<file path="src/hw/rtl/touch_press_history_classifier_macros.svh">
// ----------------------------------------------------------------------------
// Touch press history classifier assertion macros
// Immediate-implication and next-cycle-implication assertions on i_clk,
// disabled while i_rst_n is low. The bodies are empty when SYNTH is defined.
// ----------------------------------------------------------------------------
`ifndef TOUCH_PRESS_HISTORY_CLASSIFIER_MACROS_SVH
`define TOUCH_PRESS_HISTORY_CLASSIFIER_MACROS_SVH

`ifndef SYNTH
`define TPHC_ASSERT_IMP(lbl, ante, cons, msg) \
    lbl: assert property (@(posedge i_clk) disable iff (!i_rst_n) (ante) |-> (cons)) \
        else $error(msg);
`define TPHC_ASSERT_NXT(lbl, ante, cons, msg) \
    lbl: assert property (@(posedge i_clk) disable iff (!i_rst_n) (ante) |=> (cons)) \
        else $error(msg);
`else
`define TPHC_ASSERT_IMP(lbl, ante, cons, msg)
`define TPHC_ASSERT_NXT(lbl, ante, cons, msg)
`endif

`endif

</file>
<file path="src/hw/rtl/tphc_pkg.sv">
// ----------------------------------------------------------------------------
// Touch press history classifier package
// Field widths, status and register index codes, and the scan word that
// ripples along the history cells.
// ----------------------------------------------------------------------------
package tphc_pkg;

    localparam int SPAN_W    = 6;
    localparam int AGE_W     = 5;
    localparam int STATUS_W  = 3;
    localparam int COORD_W   = 12;
    localparam int CFG_IDX_W = 2;

    localparam int AGE_MAX = (1 << AGE_W) - 1;

    typedef enum logic [STATUS_W-1:0] {
        ST_NONE     = 3'd0,
        ST_TOUCHED  = 3'd1,
        ST_RELEASED = 3'd2,
        ST_REPEAT   = 3'd3,
        ST_HELD     = 3'd4
    } t_status;

    typedef enum logic [CFG_IDX_W-1:0] {
        CFG_REPEAT_FRAMES  = 2'd0,
        CFG_DBL_TAP_WINDOW = 2'd1
    } t_cfg_idx;

    localparam logic [SPAN_W-1:0] REPEAT_FRAMES_RST  = 6'd20;
    localparam logic [SPAN_W-1:0] DBL_TAP_WINDOW_RST = 6'd15;

    typedef struct packed {
        logic             all_set;
        logic             found;
        logic             any_set;
        logic [AGE_W-1:0] age;
    } t_scan;

endpackage

</file>
<file path="src/hw/rtl/touch_press_history_classifier.sv">
// A result is registered on the output register in the cycle after its beat.
// Throughput: one beat per cycle while o_stall is low; the history cells
// shift once per beat and the scan word ripples through all LOG_DEPTH-1 cells
// within that cycle. Reset clears the press history and the output valid bit,
// and restores the span registers to 20 and 15. No clearing pass is needed.
// ----------------------------------------------------------------------------
// Touch press history classifier
// Classifies each touch frame from its pressed flag and a shifting row of
// history cells, and flags press age and double taps.
// ----------------------------------------------------------------------------
`include "touch_press_history_classifier_macros.svh"

module touch_press_history_classifier #(
    parameter int LOG_DEPTH = 32
) (
    input  logic                            i_clk,
    input  logic                            i_rst_n,
    input  logic                            i_cfg_valid,
    output logic                            o_cfg_ready,
    input  logic [tphc_pkg::CFG_IDX_W-1:0]  i_cfg_index,
    input  logic [tphc_pkg::SPAN_W-1:0]     i_cfg_data,
    input  logic                            i_valid,
    output logic                            o_stall,
    input  logic                            i_pressed,
    input  logic [tphc_pkg::COORD_W-1:0]    i_pos_x,
    input  logic [tphc_pkg::COORD_W-1:0]    i_pos_y,
    output logic                            o_valid,
    input  logic                            i_stall,
    output logic [tphc_pkg::STATUS_W-1:0]   o_status,
    output logic [tphc_pkg::AGE_W-1:0]      o_press_age,
    output logic                            o_dbl_tap,
    output logic [tphc_pkg::COORD_W-1:0]    o_out_x,
    output logic [tphc_pkg::COORD_W-1:0]    o_out_y
);
    import tphc_pkg::*;

    localparam int NCELL = LOG_DEPTH - 1;

    logic [SPAN_W-1:0]  r_repeat_frames;
    logic [SPAN_W-1:0]  r_dbl_tap_window;
    logic               r_valid;
    t_status            r_status;
    logic [AGE_W-1:0]   r_press_age;
    logic               r_dbl_tap;
    logic [COORD_W-1:0] r_out_x;
    logic [COORD_W-1:0] r_out_y;

    logic               n_valid;
    logic               in_acc;
    logic [NCELL-1:0]   w_flag;
    logic [NCELL-1:0]   w_shin;
    t_scan              w_scan [0:NCELL];
    t_scan              scan_fin;
    t_status            status;
    logic [AGE_W-1:0]   press_age;

    assign o_cfg_ready = 1'b1;

    always_ff @(posedge i_clk) begin
        if (!i_rst_n) begin
            r_repeat_frames  <= REPEAT_FRAMES_RST;
            r_dbl_tap_window <= DBL_TAP_WINDOW_RST;
        end else if (i_cfg_valid && o_cfg_ready) begin
            case (t_cfg_idx'(i_cfg_index))
                CFG_REPEAT_FRAMES: begin
                    r_repeat_frames <= i_cfg_data;
                end
                CFG_DBL_TAP_WINDOW: begin
                    r_dbl_tap_window <= i_cfg_data;
                end
                default: begin
                end
            endcase
        end
    end

    assign o_stall = r_valid && i_stall;
    assign in_acc  = i_valid && !o_stall;

    assign w_shin    = {w_flag[NCELL-2:0], i_pressed};
    assign w_scan[0] = '{all_set: 1'b1, found: 1'b0, any_set: 1'b0, age: '0};

    for (genvar gi = 0; gi < NCELL; gi++) begin : g_cell
        tphc_cell #(
            .POS (gi + 1)
        ) u_cell (
            .i_clk            (i_clk),
            .i_rst_n          (i_rst_n),
            .i_shift          (in_acc),
            .i_flag_in        (w_shin[gi]),
            .i_repeat_frames  (r_repeat_frames),
            .i_dbl_tap_window (r_dbl_tap_window),
            .i_scan           (w_scan[gi]),
            .o_scan           (w_scan[gi+1]),
            .o_flag           (w_flag[gi])
        );
    end

    assign scan_fin = w_scan[NCELL];

    always_comb begin
        case ({i_pressed, w_flag[0]})
            2'b10: begin
                status = ST_TOUCHED;
            end
            2'b01: begin
                status = ST_RELEASED;
            end
            2'b11: begin
                status = scan_fin.all_set ? ST_REPEAT : ST_HELD;
            end
            default: begin
                status = ST_NONE;
            end
        endcase
    end

    assign press_age = (status != ST_NONE) ? scan_fin.age : '0;

    assign n_valid = in_acc || (r_valid && i_stall);

    always_ff @(posedge i_clk) begin
        if (!i_rst_n) begin
            r_valid <= 1'b0;
        end else begin
            r_valid <= n_valid;
        end
    end

    always_ff @(posedge i_clk) begin
        if (in_acc) begin
            r_status    <= status;
            r_press_age <= press_age;
            r_dbl_tap   <= scan_fin.any_set;
            r_out_x     <= i_pos_x;
            r_out_y     <= i_pos_y;
        end
    end

    assign o_valid     = r_valid;
    assign o_status    = r_status;
    assign o_press_age = r_press_age;
    assign o_dbl_tap   = r_dbl_tap;
    assign o_out_x     = r_out_x;
    assign o_out_y     = r_out_y;

    `TPHC_ASSERT_NXT(a_hist_shift, in_acc, w_flag[0] == $past(i_pressed), "history stuck")
    `TPHC_ASSERT_NXT(a_beat_out, in_acc, r_valid, "accepted beat produced no result")
    `TPHC_ASSERT_IMP(a_none_age, r_valid && (r_status == ST_NONE), r_press_age == '0, "stray age")
    `TPHC_ASSERT_IMP(a_empty_take, !r_valid, !o_stall, "stall while output empty")

endmodule

</file>
<file path="src/hw/rtl/tphc_cell.sv">
// ----------------------------------------------------------------------------
// Touch press history cell
// Holds the pressed flag from POS frames ago, hands it to the next cell on
// every accepted beat and at POS >= 2 adds its flag to the rippling scan word.
// ----------------------------------------------------------------------------
module tphc_cell #(
    parameter int POS = 2
) (
    input  logic                         i_clk,
    input  logic                         i_rst_n,
    input  logic                         i_shift,
    input  logic                         i_flag_in,
    input  logic [tphc_pkg::SPAN_W-1:0]  i_repeat_frames,
    input  logic [tphc_pkg::SPAN_W-1:0]  i_dbl_tap_window,
    input  tphc_pkg::t_scan              i_scan,
    output tphc_pkg::t_scan              o_scan,
    output logic                         o_flag
);
    import tphc_pkg::*;

    localparam bit               IN_SCAN = (POS >= 2);
    localparam logic [SPAN_W-1:0] POS_V  = SPAN_W'(POS);
    localparam int               AGE_I   = ((POS - 1) > AGE_MAX) ? AGE_MAX : (POS - 1);
    localparam logic [AGE_W-1:0] AGE_V   = AGE_W'(AGE_I);

    logic r_flag;
    logic in_rep;
    logic in_dtap;

    always_ff @(posedge i_clk) begin
        if (!i_rst_n) begin
            r_flag <= 1'b0;
        end else if (i_shift) begin
            r_flag <= i_flag_in;
        end
    end

    assign in_rep  = IN_SCAN && (POS_V < i_repeat_frames);
    assign in_dtap = IN_SCAN && (POS_V < i_dbl_tap_window);

    always_comb begin
        o_scan = i_scan;
        if (in_rep && !r_flag) begin
            o_scan.all_set = 1'b0;
        end
        if (IN_SCAN && !i_scan.found && !r_flag) begin
            o_scan.found = 1'b1;
            o_scan.age   = AGE_V;
        end
        if (in_dtap && r_flag) begin
            o_scan.any_set = 1'b1;
        end
    end

    assign o_flag = r_flag;

endmodule

</file>
<file path="config.mk">
export PLATFORM = sky130hd
export DESIGN_NAME = touch_press_history_classifier
export DESIGN_NICKNAME = d
export VERILOG_FILES = /design/src/hw/rtl/tphc_pkg.sv /design/src/hw/rtl/touch_press_history_classifier.sv /design/src/hw/rtl/tphc_cell.sv
export VERILOG_INCLUDE_DIRS = /design/src /design/src/hw/rtl
export SDC_FILE = /design/constraint.sdc
export NUM_CORES = 1
export LEC_CHECK = 0
export BUFFER_PORTS_ARGS = -buffer_cell sky130_fd_sc_hd__buf_4
export CAP_MARGIN = 20
export CORE_ASPECT_RATIO = 0.75
export CORE_UTILIZATION = 54
export DETAILED_ROUTE_END_ITERATION = 7
export PLACE_DENSITY = 0.75
export REMOVE_ABC_BUFFERS = 1
export SKIP_LAST_GASP = 1
export SLEW_MARGIN = 10
export SYNTH_ARGS = -nofsm -noshare
export SYNTH_HDL_FRONTEND = slang
export SYNTH_HIERARCHICAL = 1
export SYNTH_SLANG_ARGS = --single-unit
</file>
<file path="constraint.sdc">
create_clock -name i_clk -period 7.9 [get_ports i_clk]
set_input_delay 1.58 -clock i_clk [delete_from_list [all_inputs] [get_ports i_clk]]
set_output_delay 1.58 -clock i_clk [all_outputs]
set_load 0.005 [all_outputs]
</file>
==> results of run 1 <==
final cells by class:
cell class | instances | area (sq um) | area share (%)
Tap cell | 132 | 165 | 2.51
Clock buffer | 9 | 225 | 3.43
Clock inverter | 7 | 80.1 | 1.22
Sequential cell | 77 | 1880 | 28.6
Timing Repair Buffer | 88 | 673 | 10.2
Inverter | 18 | 67.6 | 1.03
Multi-Input combinational cell | 507 | 3480 | 52.9
path summary, 6_finish.rpt:
kind / start / to / slack (ps) / cells after the start
setup / recovery: r_dbl_tap_window[2] / o_dbl_tap / 480 / 52
hold / removal: g_cell[30].u_cell/o_flag / g_cell[30].u_cell/o_flag / 590 / 2
hold reg to reg: g_cell[30].u_cell/o_flag / g_cell[30].u_cell/o_flag / 590 / 2
setup reg to reg: r_dbl_tap_window[2] / o_dbl_tap / 480 / 52
cells in the final DEF (no fill, tap or decap), drive strengths merged, types with 4 or more instances in the layout:
cell type,n
nor2b,105
buf,88
or2,75
nor2,46
dfxtp,44
mux2i,39
edfxtp,33
nand2b,26
nand2,23
a21oi,23
inv,22
o21ai,17
or2b,11
nor3,11
o21a,10
and2b,10
conb,9
clkbuf,9
nor4,9
o211ai,8
nor3b,8
o311a,7
nand3,7
nand3b,5
nand4b,5
a22o,5
nand4,5
a211oi,5
o221a,4
a21o,4
sequential cells by signal, summed over array words and instances (netlist names):
| signal | flops |
|---|---|
| o_out_x | 12 |
| o_out_y | 12 |
| g_cell.u_cell/o_flag | 31 |
| o_dbl_tap | 1 |
| o_valid | 1 |
| o_status | 3 |
| r_dbl_tap_window | 6 |
| r_repeat_frames | 6 |
| o_press_age | 5 |
power by group through the flow:
stage                     registers (uW)  logic (uW)  clock network, uW
after floorplan                      458        80.6                  0
after global placement               449         139                  0
after detailed placement             450         143                  0
after CTS                            441         144                436
after global routing                 443         171                452
final                                441         154                425
metrics by stage:
| stage | hold WS (ps) | cells |
|---|---|---|
| 2_1_floorplan | 532 | 602 |
| 4_1_cts | 594 | 835 |
| 6_report | 595 | 838 |
| 3_3_place_gp | 573 | 819 |
| 3_5_place_dp | 591 | 819 |
| 5_1_grt | 628 | 838 |
worst max-delay path, delay by kind of cell (launching register included):
family	cells	cell delay, ps
compound gates	33	4110
buf+inv	2	220
flops	1	340
simple gates	17	2520
layer usage:
layer / wire length, um / vias up / part of all wire, % / global-route usage [%]
met5: 0 / - / 0 / 0
met3: 809 / 18 / 6.6 / 6.02
met4: 238 / 0 / 1.9 / 9.21
met2: 5630 / 189 / 46 / 39.2
met1: 5630 / 2166 / 46 / 32.1
li1: - / 2331 / - / -
repair_timing:
item,CTS,global route
resized for setup,0,36
hold buffers,0,0
endpoints found under the setup margin,0,4
buffers inserted,0,3
==> out/metrics.yaml, run 1 <==
status: "finished clean"
final_nets: 739
die_y_um: 88.2
tightestPinTransition_ps: 932
core_area_sq_um: 9660
fin_crit_ps: 7420
overflow: 0
cp-start-kind: "flip-flop"
grt_usage_pct: 24.5
die_w_um: 117
slew-limit-headroom_pct: 37.9
start_util_pct: 55.4
ys.warnings.count: 6
setup-violations-final: 0
p_leak_uw: 0.00276
cp-end-kind: "flip-flop"
drtIter0Drc: 355
ir_worst_vdd_v: 0.000123
clk_pin_slew_ps: 60
io_pins: 74
clock_latency_ps: 340
path_class: "flip-flop to flip-flop"
synthCells: 606
hold_class: "flip-flop to flip-flop"
antenna_left: 0
post-route-util_pct: 68.1
rows: 31
cts.sinks: 77
synth_area_sq_um: 5350
arrival_ps: 7520
antenna_found_initial: 0
rsz0062_at_grt: "true"
cp_slowest_cell: "o41ai_4"
grt_pass1_wl_um: 19700
drcViolationCount: 0
post_drt_wl_per_cell_um: 14.7
finalCritPeriodShare_pct: 93.9
fin_setup_tns_ps: 0
max_stage_delay_ps: 380
hold_viol: 0
grt_pass1_vias: 4260
vias: 4704
cts-root-buf: "clkbuf_16"
portBuffers: 72
grt_max_degree: 65
skew_ps: 8.94
p_seq_share_pct: 43.2
pwr-share-clk_pct: 41.6
total_power_uw: 1020
fill_cells: 768
wl_um: 12300
firstDrtPassIters: 4
place_ws_ps: 767
p_per_area_nw_per_um2: 155
crit_required_ps: 8000
vias_per_cell: 5.61
gp_congestion: 0.797
dp_hpwl_um: 8060
switching_share_pct: 25.3
cts_made_buffers: 9
switching_power_uw: 258
pwr-share-comb_pct: 15.1
setup_slack_ps: 482
placed_area_sq_um: 6110
crit_top_cell: "a21oi_1"
area_growth_pct: 22.9
p_int_uw: 762
clock_path_buffers: 2
drive_gt1_share_pct: 23.8
syn_area_per_cell_sq_um: 8.83
htree_levels: 3
critical_path.max_fanout: 26
report.final.slew_viol_count: 0
diodes: 0
fmax_mhz: 135
final_area_sq_um: 6580
cts_tree: "built"
cap_violations: 0
dieArea_sq_um: 10300
Note: power is estimated with default switching activity, not from simulation.
==> run 2: changes to the inputs <==
--- a/config.mk
+++ b/config.mk
@@ -9,13 +9,13 @@
 export BUFFER_PORTS_ARGS = -buffer_cell sky130_fd_sc_hd__buf_4
 export CAP_MARGIN = 20
 export CORE_ASPECT_RATIO = 0.75
+export CORE_MARGIN = 3
 export CORE_UTILIZATION = 54
 export DETAILED_ROUTE_END_ITERATION = 7
-export PLACE_DENSITY = 0.75
+export PLACE_DENSITY = 0.77
 export REMOVE_ABC_BUFFERS = 1
 export SKIP_LAST_GASP = 1
 export SLEW_MARGIN = 10
 export SYNTH_ARGS = -nofsm -noshare
 export SYNTH_HDL_FRONTEND = slang
-export SYNTH_HIERARCHICAL = 1
 export SYNTH_SLANG_ARGS = --single-unit
==> run 2 against run 1 <==
- largest cell class is now registers
- critical path type is now primary input to primary output
- sequential share of layout area up 12 points
- final cell count is 31% lower
- combinational power decreased by 56%
- worst hold slack worse by 51 ps
- synthesized area is 27% lower
- critical path depth fell by 48
- clock power decreased by 24%
- synthesized cell count down 29%
- power is 19% lower
- register-to-register slack gained 5200 ps
- sequential power hardly changed
==> out/metrics.yaml, run 2 <==
hold_class: "flip-flop to flip-flop"
firstDrtPassIters: 5
overflow: 0
clk_pin_slew_ps: 80
ctsHoldBuffers: 0
post_drt_wl_per_cell_um: 17.6
area_growth_pct: 18.3
antenna_left: 0
drive_gt1_share_pct: 20.2
placed_area_sq_um: 4370
synthFlopType: "dfxtp_1"
clock_latency_ps: 350
slew-limit-headroom_pct: 31.7
synth_most_common_cell: "nand2_1"
final_common_cell: "nand2_1"
portBuffers: 72
path_delay_family: "buffers and inverters"
cp-end-kind: "primary output"
fin_crit_ps: 3520
crit_top_cell: "buf_4"
cts_tree: "built"
diodes: 0
fin_setup_tns_ps: 0
cts-root-buf: "clkbuf_8"
wl_um: 10200
fin_cells: 582
io_pins: 74
grt_usage_pct: 25.1
cap_violations: 0
synth_top_area_cell: "edfxtp_1"
vias_per_cell: 6.01
setup-violations-final: 0
dp_hpwl_um: 6910
synth_area_sq_um: 3890
cp_slowest_cell: "buf_4"
skew_ps: 14.4
finalCritPeriodShare_pct: 44.6
synth_commonest_cells: "nand2_1 (92), dfxtp_1 (44), edfxtp_1 (33), a21boi_0 (32), a21oi_1 (19)"
p_leak_uw: 0.00161
tightestPinTransition_ps: 1020
cts_resized: 0
max_stage_delay_ps: 130
setup_slack_ps: 4380
grt_pass1_wl_um: 16500
htree_levels: 3
total_power_uw: 830
synthCells: 432
cts_made_buffers: 9
arrival_ps: 1940
netlist_top_cells_area: "edfxtp_1 (25%), dfxtp_1 (23%), nand2_1 (8.9%), a21boi_0 (6.2%), mux2i_1 (2.6%)"
mostFrequentLayoutCells: "nand2_1 (92), buf_4 (72), dfxtp_1 (44)"
start_util_pct: 56.4
drcViolationCount: 0
grt_pass1_vias: 3254
status: "finished clean"
final_nets: 517
die_y_um: 79.5
worstPathBufferInverterCount: 3
critical_path.max_fanout: 2
ys.warnings.count: 0
place_ws_ps: 3960
hold_viol: 0
crit_chain: "buf_4 > nand2_1 > inv_1 > buf_4"
largest_reg_flops: 31
gp_congestion: 0.938
syn_area_per_cell_sq_um: 9.00
core_area_sq_um: 6900
antenna_found_initial: 0
vias: 3495
cts.sinks: 77
p_per_area_nw_per_um2: 180
dp.cells: 565
ir_worst_vdd_v: 0.000157
netlist.area_leader.share_pct: 25.5
drtIter0Drc: 415
grt_max_degree: 65
clock_path_buffers: 2
fmax_mhz: 284
rows: 26
cp-start-kind: "primary input"
path_class: "primary input to primary output"
final_area_sq_um: 4600
synthArstFlopShare_pct: 0
dieArea_sq_um: 8270
die_w_um: 104
synth-edff-count: 33
cts_setup_buffers: 0
synth-seq-area-share_pct: 48.1
rsz0062_at_grt: "false"
crit_required_ps: 6320
synth-seq-cells: 77
report.final.slew_viol_count: 0
synthDistinctLibCells: 59
[run 2: where the power goes]
| group | total (uW) | internal, uW | leakage, uW | switching (uW) |
|---|---|---|---|---|
| logic | 67.8 | 35.6 | 0.000831 | 32.2 |
| registers | 440 | 429 | 0.000678 | 10.4 |
| clock network | 323 | 178 | 0.000102 | 145 |
[run 2: final cells by class]
type | instances | area, sq um
clock inverters | 6 | 88.8
well taps | 98 | 123
clock buffers | 10 | 128
flip-flops and latches | 77 | 1870
repair buffers | 73 | 561
inverters | 14 | 52.6
fillers | 577 | 2290
multi-input cells | 304 | 1780
[run 2: cells by family (layout without fill, tap and decap cells)]
kind of cell	Yosys count	after routing	synth area share, %
other	1	1	0.0964
buffers and inverters	51	103	6.14
muxes	10	10	2.57
AOI/OAI and AO/OA	122	122	22.0
DFF	77	77	48.1
and+or+nand+nor	170	170	20.8
adders and majority gates	1	1	0.257
[run 2: worst paths after layout]
kind,endpoint,startpoint,slack (ps),cells after the start
worst max-delay path,o_stall,i_stall,4380,4
worst min-delay path,g_cell[1].u_cell.o_flag,g_cell[0].u_cell.o_flag,540,2
worst max register to register,o_press_age[1],g_cell[1].u_cell.o_flag,5660,6
worst min register to register,g_cell[1].u_cell.o_flag,g_cell[0].u_cell.o_flag,540,2
[run 2: routing by layer]
layer	wire [um]	global-route usage [%]
met1	4330	34.3
met2	4510	38.9
met5	0	0
met4	229	8.63
met3	1170	6.31
[run 2: through the flow]
step	hold slack, ps	utilization (%)
2_1_floorplan	477	-
3_3_place_gp	530	63.3
3_5_place_dp	531	63.3
4_1_cts	541	66.5
5_1_grt	568	66.7
6_report	544	66.7
[run 2: worst min-delay path, stage by stage, from the launching register on]
cell and delay, ps:
dfxtp_1 360, nand2_1 70, a21boi_0 70
